## src/nrmc_pkg.sv

```systemverilog
// Shared constants, types and a helper function for the GPRMC sentence parser.
package nrmc_pkg;

    // Character codes recognized by the parser.
    localparam logic [7:0] CHAR_DOLLAR = 8'h24;
    localparam logic [7:0] CHAR_COMMA  = 8'h2C;
    localparam logic [7:0] CHAR_STAR   = 8'h2A;
    localparam logic [7:0] CHAR_CR     = 8'h0D;
    localparam logic [7:0] CHAR_LF     = 8'h0A;
    localparam logic [7:0] CHAR_ZERO   = 8'h30;
    localparam logic [7:0] CHAR_NINE   = 8'h39;
    localparam logic [7:0] CHAR_A      = 8'h41;
    localparam logic [7:0] CHAR_N      = 8'h4E;
    localparam logic [7:0] CHAR_E      = 8'h45;

    // Field counter codes.
    localparam logic [3:0] FLD_HEADER     = 4'd0;
    localparam logic [3:0] FLD_TIME       = 4'd1;
    localparam logic [3:0] FLD_STATUS     = 4'd2;
    localparam logic [3:0] FLD_LAT        = 4'd3;
    localparam logic [3:0] FLD_LAT_HEMI   = 4'd4;
    localparam logic [3:0] FLD_LON        = 4'd5;
    localparam logic [3:0] FLD_LON_HEMI   = 4'd6;
    localparam logic [3:0] FLD_TAIL_FIRST = 4'd7;
    localparam logic [3:0] FLD_TAIL_LAST  = 4'd12;
    localparam logic [3:0] FLD_PAST_END   = 4'd13;
    localparam logic [3:0] FLD_IDLE       = 4'd15;

    // Header and time field limits.
    localparam logic [2:0] HEADER_LEN  = 3'd5;
    localparam logic [2:0] TIME_DIGITS = 3'd6;

    // Field widths.
    localparam int TIME_W  = 20;
    localparam int COORD_W = 32;

    // One result item as produced by the parse core.
    typedef struct packed {
        logic                 record_ready;
        logic [TIME_W-1:0]    utc_time;
        logic [COORD_W-1:0]   latitude_raw;
        logic [COORD_W-1:0]   longitude_raw;
        logic                 fix_valid;
        logic [7:0]           lat_hemisphere;
        logic [7:0]           lon_hemisphere;
    } nrmc_result_t;

    // Expected header character at a given position of "GPRMC".
    function automatic logic [7:0] header_char(input logic [2:0] idx);
        logic [7:0] ch;
        case (idx)
            3'd0:    ch = 8'h47;
            3'd1:    ch = 8'h50;
            3'd2:    ch = 8'h52;
            3'd3:    ch = 8'h4D;
            3'd4:    ch = 8'h43;
            default: ch = 8'h00;
        endcase
        return ch;
    endfunction

endpackage

```

## src/nrmc_parse_core.sv

```systemverilog
// Parser state registers and the per-byte next-state and result logic.
module nrmc_parse_core (
    input  logic                  aclk,
    input  logic                  aresetn,
    input  logic                  byte_en,
    input  logic [7:0]            byte_in,
    output nrmc_pkg::nrmc_result_t result
);

    logic [3:0]  field_reg,  field_next;
    logic [2:0]  charpos_reg, charpos_next;
    logic [2:0]  hdr_reg,    hdr_next;
    logic [31:0] acc_reg,    acc_next;
    logic [19:0] time_reg,   time_next;
    logic [31:0] lat_reg,    lat_next;
    logic [31:0] lon_reg,    lon_next;
    logic        valid_reg,  valid_next;
    logic [7:0]  lat_hemi_reg, lat_hemi_next;
    logic [7:0]  lon_hemi_reg, lon_hemi_next;
    logic        ready_flag;

    logic        is_digit;
    logic [31:0] acc_pushed;

    // Decimal shift-in of one digit, wrapping modulo 2^32.
    assign is_digit   = (byte_in >= nrmc_pkg::CHAR_ZERO) && (byte_in <= nrmc_pkg::CHAR_NINE);
    assign acc_pushed = (acc_reg << 3) + (acc_reg << 1)
                      + {24'd0, byte_in - nrmc_pkg::CHAR_ZERO};

    // Next-state logic for one received byte.
    always_comb begin
        field_next    = field_reg;
        charpos_next  = charpos_reg;
        hdr_next      = hdr_reg;
        acc_next      = acc_reg;
        time_next     = time_reg;
        lat_next      = lat_reg;
        lon_next      = lon_reg;
        valid_next    = valid_reg;
        lat_hemi_next = lat_hemi_reg;
        lon_hemi_next = lon_hemi_reg;
        ready_flag    = 1'b0;

        if (byte_in == nrmc_pkg::CHAR_DOLLAR) begin
            field_next   = nrmc_pkg::FLD_HEADER;
            charpos_next = 3'd0;
            hdr_next     = 3'd0;
            acc_next     = 32'd0;
        end else if (field_reg == nrmc_pkg::FLD_IDLE) begin
            // Bytes between sentences are ignored.
        end else if ((byte_in == nrmc_pkg::CHAR_CR) || (byte_in == nrmc_pkg::CHAR_LF)
                     || (byte_in == nrmc_pkg::CHAR_STAR)) begin
            field_next = nrmc_pkg::FLD_IDLE;
        end else if (byte_in == nrmc_pkg::CHAR_COMMA) begin
            if (field_reg == nrmc_pkg::FLD_TIME) begin
                time_next = acc_reg[19:0];
            end else if (field_reg == nrmc_pkg::FLD_LAT) begin
                lat_next = acc_reg;
            end else if (field_reg == nrmc_pkg::FLD_LON) begin
                lon_next = acc_reg;
            end
            if (field_reg < nrmc_pkg::FLD_PAST_END) begin
                field_next = field_reg + 4'd1;
            end
            charpos_next = 3'd0;
            acc_next     = 32'd0;
        end else begin
            case (field_reg)
                nrmc_pkg::FLD_HEADER: begin
                    if (hdr_reg < nrmc_pkg::HEADER_LEN) begin
                        if (byte_in != nrmc_pkg::header_char(hdr_reg)) begin
                            field_next = nrmc_pkg::FLD_IDLE;
                        end
                        hdr_next = hdr_reg + 3'd1;
                    end
                end
                nrmc_pkg::FLD_TIME: begin
                    if ((charpos_reg < nrmc_pkg::TIME_DIGITS) && is_digit) begin
                        acc_next     = acc_pushed;
                        charpos_next = charpos_reg + 3'd1;
                    end
                end
                nrmc_pkg::FLD_STATUS: begin
                    if (charpos_reg == 3'd0) begin
                        valid_next   = (byte_in == nrmc_pkg::CHAR_A);
                        charpos_next = 3'd1;
                    end
                end
                nrmc_pkg::FLD_LAT, nrmc_pkg::FLD_LON: begin
                    if (is_digit) begin
                        acc_next = acc_pushed;
                    end
                end
                nrmc_pkg::FLD_LAT_HEMI: begin
                    if (charpos_reg == 3'd0) begin
                        lat_hemi_next = byte_in;
                        charpos_next  = 3'd1;
                    end
                end
                nrmc_pkg::FLD_LON_HEMI: begin
                    if (charpos_reg == 3'd0) begin
                        lon_hemi_next = byte_in;
                        charpos_next  = 3'd1;
                    end
                    ready_flag = 1'b1;
                end
                default: begin
                    // Fields 7 to 12 mark ready; past the last field nothing does.
                    ready_flag = (field_reg >= nrmc_pkg::FLD_TAIL_FIRST)
                              && (field_reg <= nrmc_pkg::FLD_TAIL_LAST);
                end
            endcase
        end
    end

    // State registers advance on each accepted byte.
    always_ff @(posedge aclk) begin
        if (!aresetn) begin
            field_reg    <= nrmc_pkg::FLD_IDLE;
            charpos_reg  <= 3'd0;
            hdr_reg      <= 3'd0;
            acc_reg      <= 32'd0;
            time_reg     <= 20'd0;
            lat_reg      <= 32'd0;
            lon_reg      <= 32'd0;
            valid_reg    <= 1'b0;
            lat_hemi_reg <= nrmc_pkg::CHAR_N;
            lon_hemi_reg <= nrmc_pkg::CHAR_E;
        end else if (byte_en) begin
            field_reg    <= field_next;
            charpos_reg  <= charpos_next;
            hdr_reg      <= hdr_next;
            acc_reg      <= acc_next;
            time_reg     <= time_next;
            lat_reg      <= lat_next;
            lon_reg      <= lon_next;
            valid_reg    <= valid_next;
            lat_hemi_reg <= lat_hemi_next;
            lon_hemi_reg <= lon_hemi_next;
        end
    end

    // Result reflects the state after this byte is applied.
    assign result.record_ready   = ready_flag;
    assign result.utc_time       = time_next;
    assign result.latitude_raw   = lat_next;
    assign result.longitude_raw  = lon_next;
    assign result.fix_valid      = valid_next;
    assign result.lat_hemisphere = lat_hemi_next;
    assign result.lon_hemisphere = lon_hemi_next;

    // The field counter saturates and never lands on the unused code.
    a_field_code: assert property (@(posedge aclk) disable iff (!aresetn)
        field_reg != 4'd14)
        else $error("field counter holds an unused code");

    // The time field never shifts in more than six digits.
    a_time_digits: assert property (@(posedge aclk) disable iff (!aresetn)
        (field_reg == nrmc_pkg::FLD_TIME) |-> (charpos_reg <= nrmc_pkg::TIME_DIGITS))
        else $error("time digit count exceeded");

    // A dollar sign always restarts the header match.
    a_dollar_restart: assert property (@(posedge aclk) disable iff (!aresetn)
        (byte_en && byte_in == nrmc_pkg::CHAR_DOLLAR)
        |=> (field_reg == nrmc_pkg::FLD_HEADER && hdr_reg == 3'd0 && acc_reg == 32'd0))
        else $error("dollar did not restart the sentence");

    // The ready flag only rises inside the longitude hemisphere or trailing fields.
    a_ready_fields: assert property (@(posedge aclk) disable iff (!aresetn)
        ready_flag |-> (field_reg >= nrmc_pkg::FLD_LON_HEMI
                        && field_reg <= nrmc_pkg::FLD_TAIL_LAST))
        else $error("ready flagged outside the trailing fields");

endmodule

```

## src/nmea_rmc_sentence_parser_top.sv

```systemverilog
// Top level of the GPRMC sentence parser: input handshake, core and result register.
//
//   channel | direction | handshake           | payload
//   s_      | in        | s_valid / s_ready   | s_rx_byte[7:0]
//   m_      | out       | m_valid / m_ready   | m_record_ready, m_utc_time[19:0],
//           |           |                     | m_latitude_raw[31:0], m_longitude_raw[31:0],
//           |           |                     | m_fix_valid, m_lat_hemisphere[7:0],
//           |           |                     | m_lon_hemisphere[7:0]
//
// Each byte's result is loaded into the result register at the edge of the input
// transfer and is offered on m_ from the next cycle, and a byte can be taken every
// cycle while the result register is empty or m_ready is high.
// s_ready is high whenever the result register is empty or is being drained,
// so a stall on m_ready holds back the input only while a result waits.
// Synchronous active-low reset puts the parser core in its idle state, waiting for '$',
// with hemispheres 'N' and 'E' and all numeric fields zero; the result payload is not reset.
module nmea_rmc_sentence_parser_top (
    input  logic        aclk,
    input  logic        aresetn,
    input  logic        s_valid,
    output logic        s_ready,
    input  logic [7:0]  s_rx_byte,
    output logic        m_valid,
    input  logic        m_ready,
    output logic        m_record_ready,
    output logic [19:0] m_utc_time,
    output logic [31:0] m_latitude_raw,
    output logic [31:0] m_longitude_raw,
    output logic        m_fix_valid,
    output logic [7:0]  m_lat_hemisphere,
    output logic [7:0]  m_lon_hemisphere
);

    nrmc_pkg::nrmc_result_t core_result;
    nrmc_pkg::nrmc_result_t out_reg;
    logic                   out_valid_reg;
    logic                   s_xfer;

    // Input transfer whenever the result register can take a new value.
    assign s_ready = !out_valid_reg || m_ready;
    assign s_xfer  = s_valid && s_ready;

    nrmc_parse_core u_core (
        .aclk    (aclk),
        .aresetn (aresetn),
        .byte_en (s_xfer),
        .byte_in (s_rx_byte),
        .result  (core_result)
    );

    // Result valid flag.
    always_ff @(posedge aclk) begin
        if (!aresetn) begin
            out_valid_reg <= 1'b0;
        end else if (s_xfer) begin
            out_valid_reg <= 1'b1;
        end else if (m_ready) begin
            out_valid_reg <= 1'b0;
        end
    end

    // Result payload, loaded on each input transfer.
    always_ff @(posedge aclk) begin
        if (s_xfer) begin
            out_reg <= core_result;
        end
    end

    assign m_valid          = out_valid_reg;
    assign m_record_ready   = out_reg.record_ready;
    assign m_utc_time       = out_reg.utc_time;
    assign m_latitude_raw   = out_reg.latitude_raw;
    assign m_longitude_raw  = out_reg.longitude_raw;
    assign m_fix_valid      = out_reg.fix_valid;
    assign m_lat_hemisphere = out_reg.lat_hemisphere;
    assign m_lon_hemisphere = out_reg.lon_hemisphere;

    // Every input transfer leaves a result waiting on the next cycle.
    a_xfer_gives_result: assert property (@(posedge aclk) disable iff (!aresetn)
        s_xfer |=> m_valid)
        else $error("input transfer produced no result");

    // Input is held off only while an undelivered result waits.
    a_backpressure: assert property (@(posedge aclk) disable iff (!aresetn)
        !s_ready |-> (m_valid && !m_ready))
        else $error("input stalled without a waiting result");

    // A delivered result with no new input empties the result register.
    a_drain: assert property (@(posedge aclk) disable iff (!aresetn)
        (m_valid && m_ready && !s_valid) |=> !m_valid)
        else $error("result register did not drain");

endmodule
```

## config.mk

```make
export PLATFORM = sky130hd
export DESIGN_NAME = nmea_rmc_sentence_parser_top
export DESIGN_NICKNAME = d
export VERILOG_FILES = /design/src/nrmc_pkg.sv /design/src/nrmc_parse_core.sv /design/src/nmea_rmc_sentence_parser_top.sv
export SDC_FILE = /design/constraint.sdc
export NUM_CORES = 1
export LEC_CHECK = 0
export BUFFER_PORTS_ARGS = -buffer_cell sky130_fd_sc_hd__clkbuf_2
export CORE_ASPECT_RATIO = 0.6
export CORE_UTILIZATION = 45
export CTS_BUF_LIST = sky130_fd_sc_hd__clkbuf_8
export DETAILED_ROUTE_END_ITERATION = 10
export GPL_TIMING_DRIVEN = 0
export PLACE_DENSITY_LB_ADDON = 0.15
export SYNTH_ARGS = -nofsm -noshare
export SYNTH_HDL_FRONTEND = slang
export SYNTH_SLANG_ARGS = --single-unit
```

## constraint.sdc

```tcl
create_clock -name aclk -period 10.3 [get_ports aclk]
set_input_delay 0.515 -clock aclk [delete_from_list [all_inputs] [get_ports aclk]]
set_output_delay 0.515 -clock aclk [all_outputs]
set_load 0.02 [all_outputs]
```

# After elaboration in Yosys (flattened, before gate mapping)
# Cells that the tools add are included.
# classes
reduce_logical	27
mux	74
addsub	6
n_eq_ne	25
magnitude_cmp	7
# ops
cell	count
$mux 32	19
$mux 8	18
$mux 20	5
$pmux 32 s2	1
$mux 3	12
$pmux 7 s5	1
$add 32x32->32	1
$add 32x8->32	1
$mux 4	8
$eq 8x6->1 const B	3
$reduce_and 6->1	4
$reduce_bool 4->1	5
$eq 8x4->1 const B	2
$eq 4x3->1 const B	3
$eq 4x2->1 const B	2
$eq 8x7->1 const B	1
$ge 8x6->1 const B	1
$le 8x6->1 const B	1
$mux 1	8
$ne 4x1->1 const B	2
$ne 4x2->1 const B	2
$ne 8x8->1	1
$sub 8x6->8 const B	1
$add 3x1->3 const B	2
23 further kinds	35
# totals
output_inout_bits	104
in_bits	12
reg_bits	246
word_cells	157

# Longest topological paths before layout
# Gate-level depths: netlist (run 1).
# logic_depth
depth_word	16
depth_mapped	14
ltp_nobuf	14

# Hierarchy
# A second synthesis (run 1) with hierarchy kept.
# unflattened
cells_unflattened	1197
hier_area_um2	12174.2
# modules_own_cells
module	seq_area_each_um2	cells_each	instances	area_per_inst_um2
nrmc_parse_core	2862.7	1090	1	9053.7
nmea_rmc_sentence_parser_top	3083.0	107	1	3120.5

# Worst setup path before layout (run 1)
# No wires, ideal clock.
# synth_timing
path_type	in2reg
start	input m_ready
end	register u_core.acc_reg[19]
n_path_buf	0
t_arrival_ns	4.440
required_time_ns	10.178
path_slack_ns	5.738
setup_ns	0.122
path_stages	8
path_cell_list	nand2b_1 -> nand2_1 -> inv_1 -> o21ai_0 -> and2b_1 -> o21ai_1 -> and3_1 -> a311o_1
# synth_via
elab_chain_cells	3
# synth_rtl
item	line_no	rtl
start: declaration	nmea_rmc_sentence_parser_top.sv:24	input logic m_ready,
$logic_or 1x1->1	nmea_rmc_sentence_parser_top.sv:40	assign s_ready = !out_valid_reg || m_ready;
$logic_and 1x1->1	nmea_rmc_sentence_parser_top.sv:41	assign s_xfer = s_valid && s_ready;
via s_xfer	nmea_rmc_sentence_parser_top.sv:37	logic s_xfer;
$reduce_and 6->1 (no line)	-	
end signal: assignment	nrmc_parse_core.sv:133	acc_reg <= acc_next;
end: declaration	nrmc_parse_core.sv:13	logic [31:0] acc_reg, acc_next;
# The timed path passes the listed nets, and every way through them passes these cells.
# A chain may end at the register's enable or synchronous reset.

# Final worst setup path (run 1)
# layout_timing
start	input s_rx_byte[6]
end	register u_core.acc_reg[28]
# layout_via
elab_chain_cells	8
# layout_rtl
item	line_no	rtl
start: declaration	nmea_rmc_sentence_parser_top.sv:22	input logic [7:0] s_rx_byte,
$sub 8x6->8	nrmc_parse_core.sv:28	+ {24'd0, byte_in - nrmc_pkg::CHAR_ZERO};
$add 32x8->32	nrmc_parse_core.sv:28	
$mux 32, on equally long branches	nrmc_parse_core.sv:90, nrmc_parse_core.sv:78	
$pmux 32 s2	nrmc_parse_core.sv:68	case (field_reg)
$mux 32	nrmc_parse_core.sv:54	end else if (byte_in == nrmc_pkg::CHAR_COMMA) begin
$mux 32	nrmc_parse_core.sv:51	end else if ((byte_in == nrmc_pkg::CHAR_CR) || (byte_in == nrmc_pkg::CHAR_LF)
$mux 32	nrmc_parse_core.sv:49	end else if (field_reg == nrmc_pkg::FLD_IDLE) begin
$mux 32	nrmc_parse_core.sv:44	if (byte_in == nrmc_pkg::CHAR_DOLLAR) begin
# Several ways; a longest one is shown, not always the timed one. The select of a mux whose other input is x is not followed.

==> results of run 1 <==
==> worst max-delay path: stages <==
cell	delay (ns)
clkbuf_2	0.12
clkbuf_1	0.40
a21oi_1	0.13
xnor2_1	0.23
fa_1	0.57
inv_1	0.04
ha_1	0.37
a21o_1	0.23
a211oi_1	0.29
a21oi_1	0.16
o41ai_2	0.57
o21ai_0	0.27
a211oi_1	0.39
xor2_1	0.19
o21ai_0	0.08
==> path summary, 6_finish.rpt <==
| check | startpoint | end | depth (start not counted) |
|---|---|---|---|
| max | s_rx_byte[6] | u_core.acc_reg[28] | 15 |
| min | s_valid | m_valid | 3 |
| max reg2reg | u_core.acc_reg[4] | u_core.acc_reg[28] | 12 |
| min reg2reg | u_core.lon_reg[18] | u_core.lon_reg[18] | 2 |
==> cell usage in the layout, fill, tap and decap left out, types with 5 or more instances in the layout <==
cell type,Yosys,final
dfxtp_1,144,144
buf_2,18,18
o21a_1,5,5
edfxtp_1,102,102
nand3_1,22,22
nand2_1,270,270
clkinv_1,0,9
xnor2_1,14,14
o211ai_1,8,8
ha_1,69,69
a21o_1,9,9
nor2_1,46,46
a211oi_1,8,8
clkbuf_1,45,45
and2_1,6,6
fa_1,6,6
a31oi_1,7,7
xor2_1,15,15
mux2_1,8,8
clkbuf_8,0,43
nand2b_1,12,12
a22oi_1,6,6
mux2_2,69,69
nor3_1,19,19
nor2b_1,6,6
inv_1,43,56
nand4_1,8,8
o21ai_0,69,69
clkbuf_2,0,114
a21oi_1,150,150
==> power by group <==
part           switching [mW]  internal, mW  total (mW)
Sequential            0.00492          1.03        1.04
Combinational          0.0696        0.0225      0.0921
Clock                   0.395         0.411       0.805
Total                   0.469          1.46        1.93
==> per-layer routing <==
| metal | vias to the layer above | part of all wire, % | wire length [um] | GRT usage (%) |
|---|---|---|---|---|
| met4 | 2 | 1.5 | 454 | 6.009 |
| met3 | 42 | 6.4 | 1986 | 4.076 |
| li1 | 4700 | - | - | - |
| met5 | - | 0.036 | 11 | 0 |
| met2 | 280 | 38 | 11870 | 30.89 |
| met1 | 4474 | 54 | 16550 | 36.95 |
==> synthesized netlist by cell type (all sizes together), types with 8 or more instances <==
library cell / instances / area [um^2]
buf: 21 / 108.9
nor2: 48 / 185.2
xor2: 15 / 131.4
inv: 44 / 165.2
nand2b: 12 / 75.07
o211ai: 8 / 60.06
xnor2: 14 / 122.6
nand2: 270 / 1013
dfxtp: 144 / 2883
clkbuf: 45 / 168.9
nor3: 19 / 95.09
edfxtp: 102 / 3063
ha: 69 / 863.3
a211oi: 8 / 60.06
nand4: 8 / 50.05
a21o: 9 / 67.56
a21oi: 150 / 750.7
mux2: 77 / 867.1
o21ai: 71 / 355.3
nand3: 22 / 110.1
==> layout make-up <==
class / count / area, um^2
repair buffers: 115 / 598.1
clock buffers: 43 / 591.8
well taps: 352 / 440.4
clock inverters: 29 / 150.1
multi-input cells: 891 / 5604
flip-flops and latches: 246 / 5946
inverters: 44 / 167.7
fillers: 2396 / 11960
plain buffers: 66 / 277.8
==> cell families (layout without fill, tap and decap cells) <==
kind of cell             count (synthesis)  after routing  share of synthesized area (%)
buffers and inverters                  110            297                          3.693
AND/OR/NAND/NOR                        414            414                          14.93
adder cells (fa/ha/maj)                 75             75                          8.200
AO/OA/AOI/OAI                          292            292                          13.92
XOR/XNOR                                29             29                          2.118
multiplexers                            81             81                          7.564
flip-flops                             246            246                          49.58
==> impl_results.md, run 1 <==
* Status: finished, final reports clean
* GR Overflow Total at 0
* Num CTS Buffers at 39
* Tmin final at ~4.1 ns
* Endpoints failing setup at 0
* Placed inst area at 13030 um^2
* Min-delay worst type: input port to register
* Final WL at roughly 31000 um
* Worst relative slew slack at 46.07%
* Cells after DPL at approximately 1700
* CTS Buffer Depth at 3
* Register area share after synthesis at between 40% and 50%
* Post-CTS repair timing setup buffer count at 0
* Post-cts resize count at 0
* Syn Area/Cell at 9.617 um^2
* Clock slew at reported path FFs at approximately 0.060 ns
* Cell chosen for the clock root: clkbuf_8
* GRT Total Usage at a little under a quarter
* Fmax at ~240 MHz
* Post-layout nets at 1490
* EDFF count, synth at 102
* RSZ-0062 raised after global routing: false
* Maximum vdd drop at around 0.093 mV
* Max Cap Viol at 0
* GPL Wtd Cong at 0.9438
* Synth unique cells at 64
* DR WL/cell at 17.29 um
* Core ar. at about 26000 um^2
* Die area at 27330 um^2
* Pre-CTS WS at roughly 5.7 ns
* Main synth FF type: dfxtp_1
* Ports at 116
* Via-to-Cell Ratio at 5.318
* Vias in the first global route at 8745
* Initial Util at 46.61%
* Initial antenna violation count at 1
* Total negative slack at 0 ns
* DP Wirelength at between 20000 and 25000 um
* Mapped Nets at approximately 1300
* Horiz. Die Dim at approximately 210 um
* Setup CP Type: input port to register
* LEAKAGE at about 5.6 nW
* Asr flop ratio synth at 0%
* Data arrival, critical path at 4.56 ns
* Tot Pwr at 1.933 mW
* DRC violations left at 0
* Port-buffer cells at 114
* Fin Hold WS at about 0.17 ns
* Initial DRC Count at approximately 600
* Startpoint types: input port
* Final Non-Filler Cells at around 1800
* CTS H-Tree Depth at 2
* Gate Count Post-Synth at about 1200
* Final Slew Violations at 0
* Final Hold Fails at 0
* Setup Skew at 0.03053 ns
* Worst Setup End Kind: register
* Layout cells sized above 1 at between 10% and 20%
* Critical Path RT at around 11 ns
* Global-route wire length before repair at roughly 49000 um
* Die H at roughly 130 um
* Worst-Skew Late Latency at slightly below 0.6 ns
* Drt pass-1 iters at 5
* Antenna cells at 0
* Final Cycle Share at 40.18%
* Via count at about 9500
* P per Cell Area at around 140 nW/um^2
* Post-synthesis instance area at around 12000 um^2
* Area growth syn-to-layout at 14.87%
* R2R setup slack at roughly 6.4 ns
* Synth warn at 0
* Slew @ Worst Pin at roughly 0.81 ns
* CTS Sinks at 246
* Cts hold-fix bufs at 0
* Row count at 45
* Max FO, Critical Path at 10
* Post-DRT Antenna Nets at 0
* Pin count of the biggest net entering global routing at 60
* Final Util at about 54%
* Final WS setup at 6.162 ns
* Count of state elements after synthesis at around 250
* CTS tree: built
* Final instance area at about 14000 um^2
Power figures use the tool's default switching activity.
==> inputs of run 2 (changes only) <==
==> constraint.sdc (replaced) <==
create_clock -name aclk -period 3.8 [get_ports aclk]
set_input_delay 0.19 -clock aclk [delete_from_list [all_inputs] [get_ports aclk]]
set_output_delay 0.19 -clock aclk [all_outputs]
set_load 0.02 [all_outputs]
==> run 2 against run 1 <==
- critical path depth fell by 1
- combinational power rose to 2.8 times the previous value
- clock power rose to 2.9 times the previous value
- non-clock buffer count rose by 9
- first-iteration DRC count rose by 18%
- flip-flop and latch count did not move
- clock skew fell by 0.017 ns
- worst hold slack got worse by 0.12 ns
- setup slack got worse by 6.0 ns
- die area did not move
==> impl_results.md, run 2 (synthesis gave the netlist of run 1 again) <==
* Status: finished, final reports clean (unchanged)
* CTS Sinks at 246 (unchanged)
* Core ar. at 25730 um^2 (unchanged)
* Ports at 116 (unchanged)
* Max FO, Critical Path at 9 (was 10)
* DP Wirelength at 22330 um (was 22120 um)
* Layout cells sized above 1 at 19.35% (was 18.41%)
* Slew @ Worst Pin at 0.8343 ns (was 0.8089 ns)
* Data arrival, critical path at 4.06 ns (was 4.56 ns)
* R2R setup slack at 0.20 ns (was 6.39 ns)
* Initial Util at 46.61% (unchanged)
* Initial DRC Count at 709 (was 601)
* GR Overflow Total at 0 (unchanged)
* CTS H-Tree Depth at 2 (unchanged)
* Port-buffer cells at 114 (unchanged)
* GPL Wtd Cong at 0.9108 (was 0.9438)
* GRT Total Usage at 22.82% (was 22.99%)
* Initial antenna violation count at 1 (unchanged)
* Clock slew at reported path FFs at 0.06 ns (about the same)
* Maximum vdd drop at 0.2028 mV (was 0.09315 mV)
* CTS tree: built (unchanged)
* Most frequent cells in the layout: nand2_1, a21oi_1, dfxtp_1 (unchanged)
* Final Hold Fails at 0 (unchanged)
* Worst R2R End: u_core.acc_reg[24] (was u_core.acc_reg[28])
* Setup CP Type: input port to register (unchanged)
* Worst-Skew Late Latency at 0.56 ns (was 0.58 ns)
* DR WL/cell at 17.34 um (was 17.29 um)
* Die H at 128.5 um (unchanged)
* LEAKAGE at 5.710 nW (was 5.641 nW)
* Num CTS Buffers at 39 (unchanged)
* Hold Crit Depth at 3 (unchanged)
* Hold Startpoint: s_rx_byte[4] (was s_valid)
* Cell chosen for the clock root: clkbuf_8 (unchanged)
* RSZ-0062 raised after global routing: true (was false)
* Min-delay worst type: input port to register (unchanged)
* Critical Path RT at 4.22 ns (was 10.72 ns)
* Die area at 27330 um^2 (unchanged)
* DRC violations left at 0 (unchanged)
* Worst path max stage delay at 0.55 ns (was 0.57 ns)
* CTS Buffer Depth at 3 (unchanged)
* Final WL at 31110 um (was 30870 um)
* Worst relative slew slack at 44.38% (was 46.07%)
* Max Cap Viol at 0 (unchanged)
* Final Slew Violations at 0 (unchanged)
* Drt pass-1 iters at 5 (unchanged)
* Fin Hold WS at 0.05031 ns (was 0.1745 ns)
* Tmin final at around 3.6 ns
* Antenna cells at 0 (unchanged)
* P per Cell Area at 386.2 nW/um^2 (was 140.3 nW/um^2)
* Final Cycle Share at a little over nine tenths
* Most common cell after layout, fill and taps aside: nand2_1 (unchanged)
* Fmax at ~270 MHz
* Startpoint types: input port (unchanged)
* Crit-path cells: dlygate4sd3_1 > clkbuf_4 > xnor2_1 > fa_1 > inv_1 > ha_1 > a21o_1 > a211oi_2 > a21oi_1 > o41ai_4 > o211ai_1 > a31oi_1 > xor2_1 > o21ai_0 (was clkbuf_2 > clkbuf_1 > a21oi_1 > xnor2_1 > fa_1 > inv_1 > ha_1 > a21o_1 > a211oi_1 > a21oi_1 > o41ai_2 > o21ai_0 > a211oi_1 > xor2_1 > o21ai_0)
* Placed inst area at 13050 um^2 (was 13030 um^2)
* Setup Skew at 0.01351 ns (was 0.03053 ns)
* Global-route wire length before repair at 48110 um (was 48730 um)
* Via count at 9582 (was 9498)
* CP max stage cell: fa_1 (unchanged)
* Post-layout nets at 1499 (was 1490)
* Worst R2R Path Depth at 12 (unchanged)
* Min-Delay Endpoint: u_core.lat_hemi_reg[4] (was m_valid)
* Vias in the first global route at 8517 (was 8745)
* Total negative slack at 0 ns (unchanged)
* Area growth syn-to-layout at 16.16% (was 14.87%)
* Pin count of the biggest net entering global routing at 46 (was 60)
* Tot Pwr at 5.380 mW (was 1.933 mW)
* Horiz. Die Dim at 212.8 um (unchanged)
* Worst Setup End Kind: register (unchanged)
* Endpoints failing setup at 0 (unchanged)
* Beginning of the worst register-to-register path: u_core.acc_reg[2] (was u_core.acc_reg[4])
* Row count at 45 (unchanged)
* Via-to-Cell Ratio at 5.341 (was 5.318)
* Final instance area at 13930 um^2 (was 13780 um^2)
* Post-DRT Antenna Nets at 0 (unchanged)
[run 2: cell types whose count changed in the layout (fill, tap and decap cells not counted), moves of 2 or more]
cell           change
inv_1              -5
clkinv_1           -4
buf_12             +2
clkinv_2           +6
bufinv_16          +2
buf_4              +4
dlygate4sd3_1      +4
[run 2: routing by layer]
layer	GRT usage [%]	vias up	routed length (um)
met5	0	-	0
met4	4.994	0	371
met3	4.760	35	2211
met2	29.85	294	11970
met1	37.25	4536	16560
li1	-	4717	-
[run 2: timing repair]
item | CTS | global route
resized for setup | 1 | 4
hold endpoints to repair | 5 | 0
setup buffers | 0 | 4
hold buffers | 4 | 0
pin swaps | 0 | 3
setup endpoints to repair | 1 | 5
[run 2: stage by stage]
step	instances	util (%)	setup WS, ns
after floorplan	1247	-	0.04314
after global placement	1713	50.55	-1.055
after detailed placement	1715	50.71	-0.4549
after CTS	1790	53.99	0.08852
after global routing	1794	54.14	-0.007517
final	1794	54.14	0.1627
[run 2: power by group]
part	leakage [nW]	switching, mW	internal, mW
registers	2.17	0.0134	2.79
clock network	0.444	1.07	1.25
logic	3.10	0.190	0.0653
total	5.71	1.27	4.11
[run 2: area by class of cell]
class / count / area, um^2
Multi-Input combinational cell: 891 / 5620
Clock inverter: 28 / 201.4
Clock buffer: 43 / 591.8
Tap cell: 352 / 440.4
Timing Repair Buffer: 124 / 680.7
Inverter: 44 / 168.9
Buffer: 66 / 280.3
Fill cell: 2344 / 11800
Sequential cell: 246 / 5947
[run 2: worst max-delay path by stage]
| stage | endpoint | cells past startpoint | start | slack (ns) |
|---|---|---|---|---|
| after floorplan | u_core.acc_reg[2] | 10 | m_valid | 0.04 |
| after global placement | u_core.acc_reg[2] | 11 | m_ready | -1.05 |
| after detailed placement | u_core.acc_reg[24] | 15 | s_rx_byte[6] | -0.45 |
| after CTS | u_core.acc_reg[24] | 12 | u_core.acc_reg[4] | 0.09 |
| after global routing | u_core.acc_reg[24] | 12 | u_core.acc_reg[2] | -0.008 |
| final | u_core.acc_reg[24] | 14 | s_rx_byte[7] | 0.16 |
[run 2: worst max-delay path: cells and delay by family]
| kind | cells | cell delay, ns |
|---|---|---|
| adders and majority gates | 2 | 0.92 |
| buffers and inverters | 3 | 0.77 |
| xor gates and xnor gates | 2 | 0.39 |
| AOI/OAI and AO/OA | 7 | 1.78 |
